===== config.mk =====
export PLATFORM = sky130hd
export DESIGN_NAME = differential_charge_time_sensor
export DESIGN_NICKNAME = d
export VERILOG_FILES = /design/src/rtl/dcts_pkg.sv /design/src/rtl/differential_charge_time_sensor.sv
export VERILOG_INCLUDE_DIRS = /design/src /design/src/rtl
export SDC_FILE = /design/constraint.sdc
export NUM_CORES = 1
export LEC_CHECK = 0
export ABC_AREA = 1
export BUFFER_PORTS_ARGS = -buffer_cell sky130_fd_sc_hd__buf_4
export CORE_MARGIN = 4
export CORE_UTILIZATION = 35
export CTS_CLUSTER_DIAMETER = 100
export DETAILED_ROUTE_END_ITERATION = 10
export PLACE_DENSITY = 0.57
export SYNTH_ARGS = -nofsm -noshare
export SYNTH_HDL_FRONTEND = slang
export SYNTH_SLANG_ARGS = --single-unit

===== constraint.sdc =====
create_clock -name clk -period 8.13 [get_ports clk]
set_input_delay 0.4065 -clock clk [delete_from_list [all_inputs] [get_ports clk]]
set_output_delay 0.4065 -clock clk [all_outputs]
set_load 0.005 [all_outputs]

===== src/rtl/differential_charge_time_sensor_assert.svh =====
// Assertion macros shared by the sensor RTL.
// Each macro expects a clock named clk and a synchronous reset named rst.
`ifndef DIFFERENTIAL_CHARGE_TIME_SENSOR_ASSERT_SVH
`define DIFFERENTIAL_CHARGE_TIME_SENSOR_ASSERT_SVH

// The consequent must hold in the same cycle as the antecedent.
`define DCTS_ASSERT_SAME(name, ante, cons, msg) \
  name: assert property (@(posedge clk) disable iff (rst) (ante) |-> (cons)) else $error(msg);

// The consequent must hold in the cycle after the antecedent.
`define DCTS_ASSERT_NEXT(name, ante, cons, msg) \
  name: assert property (@(posedge clk) disable iff (rst) (ante) |=> (cons)) else $error(msg);

`endif


===== src/rtl/dcts_pkg.sv =====
package dcts_pkg;

  localparam int TIMEOUT_SHIFT = 10;
  localparam int FRAC_BITS     = 4;
  localparam int N_W           = 8;
  localparam int CNT_W         = N_W + TIMEOUT_SHIFT;
  localparam int SUM_W         = CNT_W + 2;
  localparam int DIFF_W        = 23;
  localparam int TOTAL_W       = 24;
  localparam int DIV_W         = 24;
  localparam int DIV_CNT_W     = 5;
  localparam logic [DIV_CNT_W-1:0] DIV_LAST = DIV_CNT_W'(DIV_W - 1);
  localparam logic [N_W-1:0] SAMPLE_COUNT_RESET = N_W'(16);

  typedef enum logic [2:0] {
    PH_IDLE,
    PH_DISCHARGE,
    PH_BOTH,
    PH_FIRST,
    PH_SECOND
  } phase_t;

  typedef enum logic [1:0] {
    CT_RUN,
    CT_DIV_DIFF,
    CT_DIV_TOTAL,
    CT_HOLD
  } ctl_t;

  typedef struct packed {
    logic done;
    logic busy;
    logic discharge;
    logic send;
  } status_t;

endpackage


===== src/rtl/differential_charge_time_sensor.sv =====
// Differential charge-time sensor.
// Requests arrive on the s_ channel: s_tuser selects a start (1) or one sensing
// tick (0), and s_tdata carries the sampled levels of the two receive pins.
// Every request yields exactly one result on the m_ channel, which carries the
// send pin level, the discharge strobe, the busy and done flags and the last
// completed averages in fixed point with four fraction bits, the difference signed.
// The sample count register is written through cfg_we and cfg_wdata and is
// taken up at the next start request.
// An ordinary request is accepted and its result stands in the output register
// in the next cycle, so ticks can follow back to back unless the output stalls.
// The tick that completes the last sample runs the averages through a shared
// restoring divider, one quotient bit per cycle, first for the difference and
// then for the total; its result is loaded once both are done and the output
// register is free, and no request is taken meanwhile.
// A stalled receiver holds the output register; one further request may be
// accepted only once the register is free or being emptied.
// Reset clears the measurement, sets the sample count to 16 and zeroes the
// stored averages; the output register itself is not reset.
module differential_charge_time_sensor
  import dcts_pkg::*;
(
  input  logic        clk,
  input  logic        rst,
  input  logic        cfg_we,
  input  logic [7:0]  cfg_wdata,
  input  logic        s_tvalid,
  output logic        s_tready,
  input  logic [7:0]  s_tdata,   // r1_level, r2_level, zero fill
  input  logic [0:0]  s_tuser,   // mode
  output logic        m_tvalid,
  input  logic        m_tready,
  output logic [55:0] m_tdata    // send_drive, discharge, busy_res, done_res,
                                 // diff_avg, total_avg, zero fill
);

  ctl_t   ctl, ctl_next;
  phase_t phase, phase_next, ph_work;

  logic [N_W-1:0]     sample_count;
  logic [N_W-1:0]     run_count, run_count_next;
  logic [N_W-1:0]     sample_index, sample_index_next;
  logic [N_W:0]       index_inc;
  logic [CNT_W-1:0]   both_low_count, both_low_count_next;
  logic [CNT_W-1:0]   first_pin_count, first_pin_count_next;
  logic [CNT_W-1:0]   second_pin_count, second_pin_count_next;
  logic [CNT_W-1:0]   limit;
  logic [DIFF_W-1:0]  diff_result;
  logic [TOTAL_W-1:0] total_result;

  logic               counted, finish, in_acc, out_free, div_active, hold_load;
  status_t            st, out_status;
  logic [DIFF_W-1:0]  out_diff;
  logic [TOTAL_W-1:0] out_total;

  logic [CNT_W:0]     diff_sum;
  logic [CNT_W-1:0]   diff_mag;
  logic [SUM_W-1:0]   total_sum;

  logic [DIV_W-1:0]     dvd, dvd_step;
  logic [N_W-1:0]       rem, rem_step;
  logic [N_W:0]         trial;
  logic                 trial_ge, neg;
  logic [DIV_CNT_W-1:0] div_count;

  assign in_acc   = s_tvalid && s_tready;
  assign out_free = !m_tvalid || m_tready;
  assign limit    = CNT_W'({run_count, {TIMEOUT_SHIFT{1'b0}}});
  assign index_inc = {1'b0, sample_index} + (N_W + 1)'(1);

  always_comb begin
    phase_next            = phase;
    run_count_next        = run_count;
    sample_index_next     = sample_index;
    both_low_count_next   = both_low_count;
    first_pin_count_next  = first_pin_count;
    second_pin_count_next = second_pin_count;
    ph_work               = phase;
    counted               = 1'b0;
    finish                = 1'b0;
    st                    = '0;
    if (s_tuser[0]) begin
      run_count_next        = (sample_count == '0) ? N_W'(1) : sample_count;
      sample_index_next     = '0;
      both_low_count_next   = '0;
      first_pin_count_next  = '0;
      second_pin_count_next = '0;
      phase_next            = PH_DISCHARGE;
    end else begin
      unique case (phase)
        PH_DISCHARGE: begin
          st.discharge = 1'b1;
          phase_next   = PH_BOTH;
        end
        PH_BOTH, PH_FIRST, PH_SECOND: begin
          if (ph_work == PH_BOTH) begin
            if (!s_tdata[0] && !s_tdata[1] && both_low_count < limit) begin
              both_low_count_next = both_low_count + CNT_W'(1);
              counted = 1'b1;
            end else begin
              ph_work = PH_FIRST;
            end
          end
          if (!counted && ph_work == PH_FIRST) begin
            if (!s_tdata[0] && first_pin_count < limit) begin
              first_pin_count_next = first_pin_count + CNT_W'(1);
              counted = 1'b1;
            end else begin
              ph_work = PH_SECOND;
            end
          end
          if (!counted && ph_work == PH_SECOND) begin
            if (!s_tdata[1] && second_pin_count < limit) begin
              second_pin_count_next = second_pin_count + CNT_W'(1);
              counted = 1'b1;
            end
          end
          if (counted) begin
            st.send    = 1'b1;
            phase_next = ph_work;
          end else begin
            sample_index_next = index_inc[N_W-1:0];
            if (index_inc >= {1'b0, run_count}) begin
              finish     = 1'b1;
              phase_next = PH_IDLE;
            end else begin
              phase_next = PH_DISCHARGE;
            end
          end
        end
        default: phase_next = PH_IDLE;
      endcase
    end
    st.busy = (phase_next != PH_IDLE);
    st.done = finish;
  end

  assign diff_sum  = {1'b0, second_pin_count} - {1'b0, first_pin_count};
  assign diff_mag  = diff_sum[CNT_W] ? CNT_W'(-diff_sum) : diff_sum[CNT_W-1:0];
  assign total_sum = SUM_W'(first_pin_count) + SUM_W'(second_pin_count)
                   + SUM_W'(both_low_count);

  assign trial    = {rem, dvd[DIV_W-1]};
  assign trial_ge = (trial >= {1'b0, run_count});
  assign rem_step = trial_ge ? N_W'(trial - {1'b0, run_count}) : trial[N_W-1:0];
  assign dvd_step = {dvd[DIV_W-2:0], trial_ge};

  always_comb begin
    ctl_next = ctl;
    unique case (ctl)
      CT_RUN:       if (in_acc && finish) ctl_next = CT_DIV_DIFF;
      CT_DIV_DIFF:  if (div_count == DIV_LAST) ctl_next = CT_DIV_TOTAL;
      CT_DIV_TOTAL: if (div_count == DIV_LAST) ctl_next = CT_HOLD;
      CT_HOLD:      if (out_free) ctl_next = CT_RUN;
      default:      ctl_next = CT_RUN;
    endcase
  end

  always_comb begin
    s_tready   = 1'b0;
    div_active = 1'b0;
    hold_load  = 1'b0;
    unique case (ctl)
      CT_RUN:                    s_tready = out_free;
      CT_DIV_DIFF, CT_DIV_TOTAL: div_active = 1'b1;
      CT_HOLD:                   hold_load = out_free;
      default:                   s_tready = 1'b0;
    endcase
  end

  always_ff @(posedge clk) begin
    if (rst) begin
      ctl              <= CT_RUN;
      phase            <= PH_IDLE;
      sample_count     <= SAMPLE_COUNT_RESET;
      run_count        <= N_W'(1);
      sample_index     <= '0;
      both_low_count   <= '0;
      first_pin_count  <= '0;
      second_pin_count <= '0;
      diff_result      <= '0;
      total_result     <= '0;
      m_tvalid         <= 1'b0;
      div_count        <= '0;
    end else begin
      ctl <= ctl_next;
      if (cfg_we) begin
        sample_count <= cfg_wdata;
      end
      if (in_acc) begin
        phase            <= phase_next;
        run_count        <= run_count_next;
        sample_index     <= sample_index_next;
        both_low_count   <= both_low_count_next;
        first_pin_count  <= first_pin_count_next;
        second_pin_count <= second_pin_count_next;
        out_status       <= st;
      end
      if ((in_acc && !finish) || hold_load) begin
        m_tvalid  <= 1'b1;
        out_diff  <= diff_result;
        out_total <= total_result;
      end else if (m_tready) begin
        m_tvalid  <= 1'b0;
      end
      if (in_acc && finish) begin
        dvd       <= DIV_W'({diff_mag, {FRAC_BITS{1'b0}}});
        rem       <= '0;
        neg       <= diff_sum[CNT_W];
        div_count <= '0;
      end else if (div_active) begin
        if (div_count != DIV_LAST) begin
          dvd       <= dvd_step;
          rem       <= rem_step;
          div_count <= div_count + DIV_CNT_W'(1);
        end else if (ctl == CT_DIV_DIFF) begin
          diff_result <= neg ? DIFF_W'(-dvd_step[DIFF_W-1:0]) : dvd_step[DIFF_W-1:0];
          dvd         <= DIV_W'({total_sum, {FRAC_BITS{1'b0}}});
          rem         <= '0;
          div_count   <= '0;
        end else begin
          total_result <= dvd_step[TOTAL_W-1:0];
          div_count    <= '0;
        end
      end
    end
  end

  assign m_tdata = {5'b0, out_total, out_diff, out_status};

`include "differential_charge_time_sensor_assert.svh"

  `DCTS_ASSERT_NEXT(a_finish_starts_div, in_acc && finish, ctl == CT_DIV_DIFF, "divider not started")
  `DCTS_ASSERT_SAME(a_rem_below_divisor, div_active, rem < run_count, "remainder reached divisor")
  `DCTS_ASSERT_SAME(a_both_in_limit, 1'b1, both_low_count <= limit, "both count passed timeout")
  `DCTS_ASSERT_SAME(a_first_in_limit, 1'b1, first_pin_count <= limit, "first count passed timeout")
  `DCTS_ASSERT_SAME(a_second_in_limit, 1'b1, second_pin_count <= limit, "second count over timeout")
  `DCTS_ASSERT_SAME(a_run_count_nonzero, phase != PH_IDLE, run_count != '0, "zero sample count")

endmodule

# After elaboration in Yosys (flattened, before gate mapping)
# Cells that the tools add are included.
op_classes:
  reduce_logical: 46
  n_mux: 67
  order_cmp: 5
  addsub: 11
  n_eq_ne: 16
  n_bitwise: 5
op_table:
  columns: ["cell", "count"]
  rows:
  - ["2-to-1 mux 18 bit", 13]
  - ["2-to-1 mux 24 bit", 3]
  - ["2-to-1 mux 8 bit", 8]
  - ["adder 18 x 1 -> 18 bit, second input constant", 3]
  - ["< comparator 18 bit", 3]
  - ["2-to-1 mux 3 bit", 10]
  - ["2-to-1 mux 1 bit", 24]
  - ["AND reduction 4 bit", 6]
  - ["2-to-1 mux 23 bit", 1]
  - ["negator 23 bit", 1]
  - ["2-to-1 mux 22 bit", 1]
  - ["adder 19 x 18 -> 20 bit", 1]
  - ["adder 18 x 18 -> 19 bit", 1]
  - ["subtractor 18 x 18 -> 19 bit", 1]
  - [">= comparator 9 x 8 -> 1 bit", 2]
  - ["negator 18 bit", 1]
  - ["nonzero test 2 bit", 9]
  - ["inequality test 2 bit, second input constant", 5]
  - ["adder 8 x 1 -> 9 bit, second input constant", 1]
  - ["equality test 3 x 2 -> 1 bit, second input constant", 3]
  - ["logical AND 1 bit", 9]
  - ["logical NOT 8 bit", 1]
  - ["2-to-1 mux 2 bit", 4]
  - ["one-hot mux 2 bit (4 select lines)", 1]
  - ["19 further kinds", 38]
word_totals:
  output_inout_bits: 58
  in_bits: 22
  wordCells: 172
  regBits: 220

# Longest topological paths before layout
depth:
  word_depth: 24
  mapped_depth: 21
  ltp_nobuf: 21

# Worst setup path before layout
# OpenSTA, ideal clock, no wires.
synth_timing:
  path_type: "reg-to-reg"
  startpoint: "register sample_index[0]"
  endpoint: "register out_diff[0] (enable)"
  setup_slack_ns: 2.318
  setup_ns: 0.518
  n_path_buf: 0
  path_stages_with_launch: 17
  t_arrival_ns: 5.293
  path_cell_list: "dfxtp_1 > ha_1 > nand2_1 > nor2_1 > nand2_1 > xor2_1 > inv_1 > ha_1 > nand3_1 > nor2_1 > a221oi_1 > nand3_1 > nand2_1 > nand2_1 > nand2_1 > nor2_1 > o21ai_0"
synth_via:
  elab_chain_cells: 10
synth_rtl:
  columns: ["element", "line_no", "rtl"]
  rows:
  - ["start, declared", "differential_charge_time_sensor.sv:41", "logic [N_W-1:0] sample_index, sample_index_next;"]
  - ["start signal, assigned", "differential_charge_time_sensor.sv:192", "sample_index <= sample_index_next;"]
  - ["adder 8 x 1 -> 9 bit", "differential_charge_time_sensor.sv:68", "assign index_inc = {1'b0, sample_index} + (N_W + 1)'(1);"]
  - [">= comparator 9 x 8 -> 1 bit", "differential_charge_time_sensor.sv:122", "if (index_inc >= {1'b0, run_count}) begin"]
  - ["2-to-1 mux 1 bit", "differential_charge_time_sensor.sv:122", null]
  - ["2-to-1 mux 1 bit", "differential_charge_time_sensor.sv:117", "if (counted) begin"]
  - ["2-to-1 mux 1 bit", "differential_charge_time_sensor.sv:89", "unique case (phase)"]
  - ["2-to-1 mux 1 bit", "differential_charge_time_sensor.sv:81", "if (s_tuser[0]) begin"]
  - ["net finish", "differential_charge_time_sensor.sv:50", "logic counted, finish, in_acc, out_free, div_active, hold_load;"]
  - ["logical NOT 1 bit", "differential_charge_time_sensor.sv:198", "if ((in_acc && !finish) || hold_load) begin"]
  - ["logical AND 1 bit", "differential_charge_time_sensor.sv:198", null]
  - ["logical OR 1 bit", "differential_charge_time_sensor.sv:198", null]
  - ["AND reduction 2 bit (no line)", null, null]
  - ["end signal, assigned", "differential_charge_time_sensor.sv:200", "out_diff <= diff_result;"]
  - ["end, declared", "differential_charge_time_sensor.sv:52", "logic [DIFF_W-1:0] out_diff;"]
# The timed path passes the listed nets, and every way through them passes these cells.
# A chain may end at the register's enable or synchronous reset.

# Final worst setup path
layout_timing:
  startpoint: "register sample_index[0]"
  endpoint: "register diff_result[18]"
layout_via:
  elab_chain_cells: 9
layout_rtl:
  columns: ["element", "line_no", "rtl"]
  rows:
  - ["adder 8 x 1 -> 9 bit", "differential_charge_time_sensor.sv:68", null]
  - [">= comparator 9 x 8 -> 1 bit", "differential_charge_time_sensor.sv:122", null]
  - ["2-to-1 mux 1 bit", "differential_charge_time_sensor.sv:122", null]
  - ["2-to-1 mux 1 bit", "differential_charge_time_sensor.sv:117", null]
  - ["2-to-1 mux 1 bit", "differential_charge_time_sensor.sv:89", null]
  - ["2-to-1 mux 1 bit", "differential_charge_time_sensor.sv:81", null]
  - ["logical AND 1 bit", "differential_charge_time_sensor.sv:205", "if (in_acc && finish) begin"]
  - ["inverter 1 bit (no line)", null, null]
  - ["AND reduction 4 bit (no line)", null, null]
  - ["end signal, assigned", "differential_charge_time_sensor.sv:216", "diff_result <= neg ? DIFF_W'(-dvd_step[DIFF_W-1:0]) : dvd_step[DIFF_W-1:0];"]
  - ["end, declared", "differential_charge_time_sensor.sv:47", "logic [DIFF_W-1:0] diff_result;"]
# No other way between the ends.

==> metrics.md <==
| Metric | Value |
|---|---|
| Worst-Skew Late Latency | 520 ps |
| Aggregate global routing overflow | 0 |
| Internal | 0.00236 W |
| Hold buffers post-CTS | 0 |
| Vias in the first global route | 10978 |
| Average wire per standard cell | 15.3 um |
| Final wirelength | 36300 um |
| Hold worst-path end | sample_count[4]$_SDFFE_PP1P_ |
| Reg2Reg Depth | 18 |
| Hold Path Origin | cfg_we |
| Num CTS Buffers | 25 |
| Gpl congestion | 0.929 |
| Setup TNS | 0 ps |
| Routed Antenna Nets | 0 |
| # fillers | 4001 |
| RR Endpoint | diff_result[18]$_SDFFE_PP0P_ |
| DR vias | 11620 |
| Mapped Area | 0.0136 mm^2 |
| Final Cycle Share | 49.4% |
| Root buffer selected by CTS | clkbuf_16 |
| Detailed placer's ending HPWL | 27200 um |
| Multi-input gate area | 0.00730 mm^2 |
| Comb pwr share | 27.4% |
| Die outline area | 0.0421 mm^2 |
| Sink Count | 220 |
| Slew @ Worst Pin | 1070 ps |
| Largest net degree at the start of global routing | 64 |
| Storage cell area | 0.00525 mm^2 |
| Ys Warns | 0 |
| I/O pins | 80 |
| Sw Share | 33.0% |
| Drt first-iter violations | 656 |
| PwrDens | 229 mW/mm^2 |
| Post-synth EDFFs | 84 |
| MaxCap Viol Count | 0 |
| R2R Path Start | sample_index[0]$_SDFFE_PP0P_ |
| Reg power frac | 39.9% |
| # Post-CTS Setup Buffers | 0 |
| CTS tree | built |
| Ys async rst share | 0% |
| Number of buffers added on ports | 68 |
| Peak VDD IR | 0.122 mV |
| Rel. slew slack | 28.4% |
| Util after Layout | 40.5% |
| Final setup vio count | 0 |
| Share of post-route cells with drive strength above 1 | 8.02% |
| Hold Crit Class | input port to flip-flop |
| Distinct cells, synth | 49 |
| NetSw | 0.00116 W |
| Max Fclk | 249 MHz |
| Setup crit start kind | flip-flop |
| Worst-path clk slew | 60 ps |
| Crit-path max FO | 56 |
| Syn_area_per_cell | 7.61 um^2 |
| Post-synthesis sequential element count | 220 |
| Crit Path Category | flip-flop to flip-flop |
| Post-synthesis cell count | 1789 |
| Sequential element share of the synthesized area | 38.6% |
| Slew Viols, Final | 0 |
| Initial antenna violation count | 0 |
| Width of the die | 205 um |
| Leak | 6.73 nW |
| Synth top area cells | dfxtp_1 20%, edfxtp_1 19%, nand2_1 11% |
| Worst R2R Setup Slack | 4110 ps |
| CTS resizes | 0 |
| Clk_skew | 17.6 ps |
| Data required time at the worst endpoint | 8520 ps |
| Final min period | 4020 ps |
| DRC | 0 |
| Core area | 0.0380 mm^2 |
| H-tree Lvls | 1 |
| Initial Util | 35.8% |
| Rows | 71 |
| Synth top area share | 20.0% |
| First-pass GRT wire length | 57800 um |
| Gr usage total | 16.9% |
| Final Hold Vio Count | 0 |
| Top_reg_cell synth | dfxtp_1 |
| CP arrival | 4410 ps |
| Drt pass-1 iters | 5 |
| Clk pwr share | 32.7% |
| CP endpoint kind | flip-flop |
| Area grow syn2layout | 13.3% |
| RSZ-0062 raised after global routing | no |
| Ant. Diodes | 0 |
| Die height | 205 um |
| Status | completed |
| Clock Tree Buf Depth | 3 |
| Drt via density | 4.91 |
| Nets | 1967 |
| Hold Crit Depth | 2 |
| Synth area leader | dfxtp_1 |
## sequential cells by signal, summed over array words and instances, names as in the netlist, 18 cells and up
name / count
first_pin_count: 18
second_pin_count: 18
out_diff: 23
out_total: 24
total_result: 24
both_low_count: 18
dvd: 24
diff_result: 23
## worst max path at each step
| stage | startpoint | endpoint | slack, ps | cells after the start |
|---|---|---|---|---|
| after CTS | sample_index[0]$_SDFFE_PP0P_ | diff_result[18]$_SDFFE_PP0P_ | 4040 | 18 |
| after floorplan | sample_index[0]$_SDFFE_PP0P_ | out_diff[0]$_DFFE_PP_ | 2320 | 16 |
| final | sample_index[0]$_SDFFE_PP0P_ | diff_result[18]$_SDFFE_PP0P_ | 4110 | 18 |
| after global routing | sample_index[0]$_SDFFE_PP0P_ | diff_result[21]$_SDFFE_PP0P_ | 3570 | 18 |
| after detailed placement | sample_index[0]$_SDFFE_PP0P_ | diff_result[18]$_SDFFE_PP0P_ | 4100 | 18 |
| after global placement | sample_index[0]$_SDFFE_PP0P_ | diff_result[21]$_SDFFE_PP0P_ | 4120 | 18 |
## cells in the final DEF, fill, tap and decap left out, types with 36 or more instances in the layout
cell type / n
nand2_1: 406
nand3_1: 123
o21ai_0: 66
xor2_1: 65
dfxtp_1: 136
inv_1: 212
nor3_1: 36
nor2_1: 193
a21oi_1: 155
ha_1: 84
buf_4: 74
edfxtp_1: 84
## routing by layer
metal  track usage, %  vias up  wire [um]
met5                0        -          0
met4             3.47        0        657
met3             2.45       44       1900
met2             27.8      280      16200
met1             23.9     5290      17500
li1                 -     6006          -
## synth_stat cells, types with 6 or more instances
library cell	n
nand2_1	406
inv_1	212
nor2_1	193
a21oi_1	156
dfxtp_1	136
nand3_1	123
edfxtp_1	84
ha_1	84
o21ai_0	67
xor2_1	65
nor3_1	36
clkbuf_1	31
nand4_1	29
fa_1	21
xnor2_1	21
buf_2	11
nor4_1	11
o211ai_1	11
a211oi_1	7
buf_4	7
o22ai_1	7
inv_2	6
## logic make-up after synthesis
kind of cell	after synthesis	synth area share, %
AOI/OAI and AO/OA	272	10.8
xor gates and xnor gates	86	5.54
adders and majority gates	105	10.8
buffers and inverters	273	8.05
DFF	220	38.6
other	1	0.0276
and+or+nand+nor	832	26.3
## layout make-up
| cell class | count | share of cell area [%] |
|---|---|---|
| tap | 511 | 4.15 |
| multi-input combinational | 1300 | 47.4 |
| sequential | 220 | 34.0 |
| inverter | 219 | 5.33 |
| clock inverter | 13 | 0.796 |
| timing repair buffer | 74 | 3.60 |
| clock buffer | 32 | 4.70 |
## worst max-delay path: stages (launching register included)
cell and delay [ps]:
dfxtp_1 390, ha_1 190, nand2_1 70, nor2_1 170, nand2_1 80, xor2_1 130
inv_1 80, ha_1 310, nand3_1 90, nor2_1 50, a221oi_1 230, nand3_1 100
nand2_1 70, nand2_1 80, nand4_2 100, buf_4 520, nand3_2 810, nor2_1 310
nor2_1 80
## power groups by stage
| stage | Combinational, W | Clock (W) | Sequential, W |
|---|---|---|---|
| 6_report | 0.000966 | 0.00115 | 0.00141 |
| 3_3_place_gp | 0.000953 | 0 | 0.00143 |
| 4_1_cts | 0.000973 | 0.00118 | 0.00141 |
| 3_5_place_dp | 0.000969 | 0 | 0.00143 |
| 2_1_floorplan | 0.000682 | 0 | 0.00142 |
| 5_1_grt | 0.00111 | 0.00122 | 0.00142 |
## metrics by stage
stage	total power (W)	hold slack, ps	cell area, um^2	std cells	setup WS (ps)
detailed placement	0.00240	415	14600	2324	4100
finish	0.00353	97.4	15400	2369	4110
floorplan	0.00210	408	13600	1793	2320
CTS	0.00356	74.9	15400	2369	4040
global route	0.00375	92.1	15400	2369	3570
global placement	0.00238	415	14600	2324	4120
(Power assumes the default switching activity.)
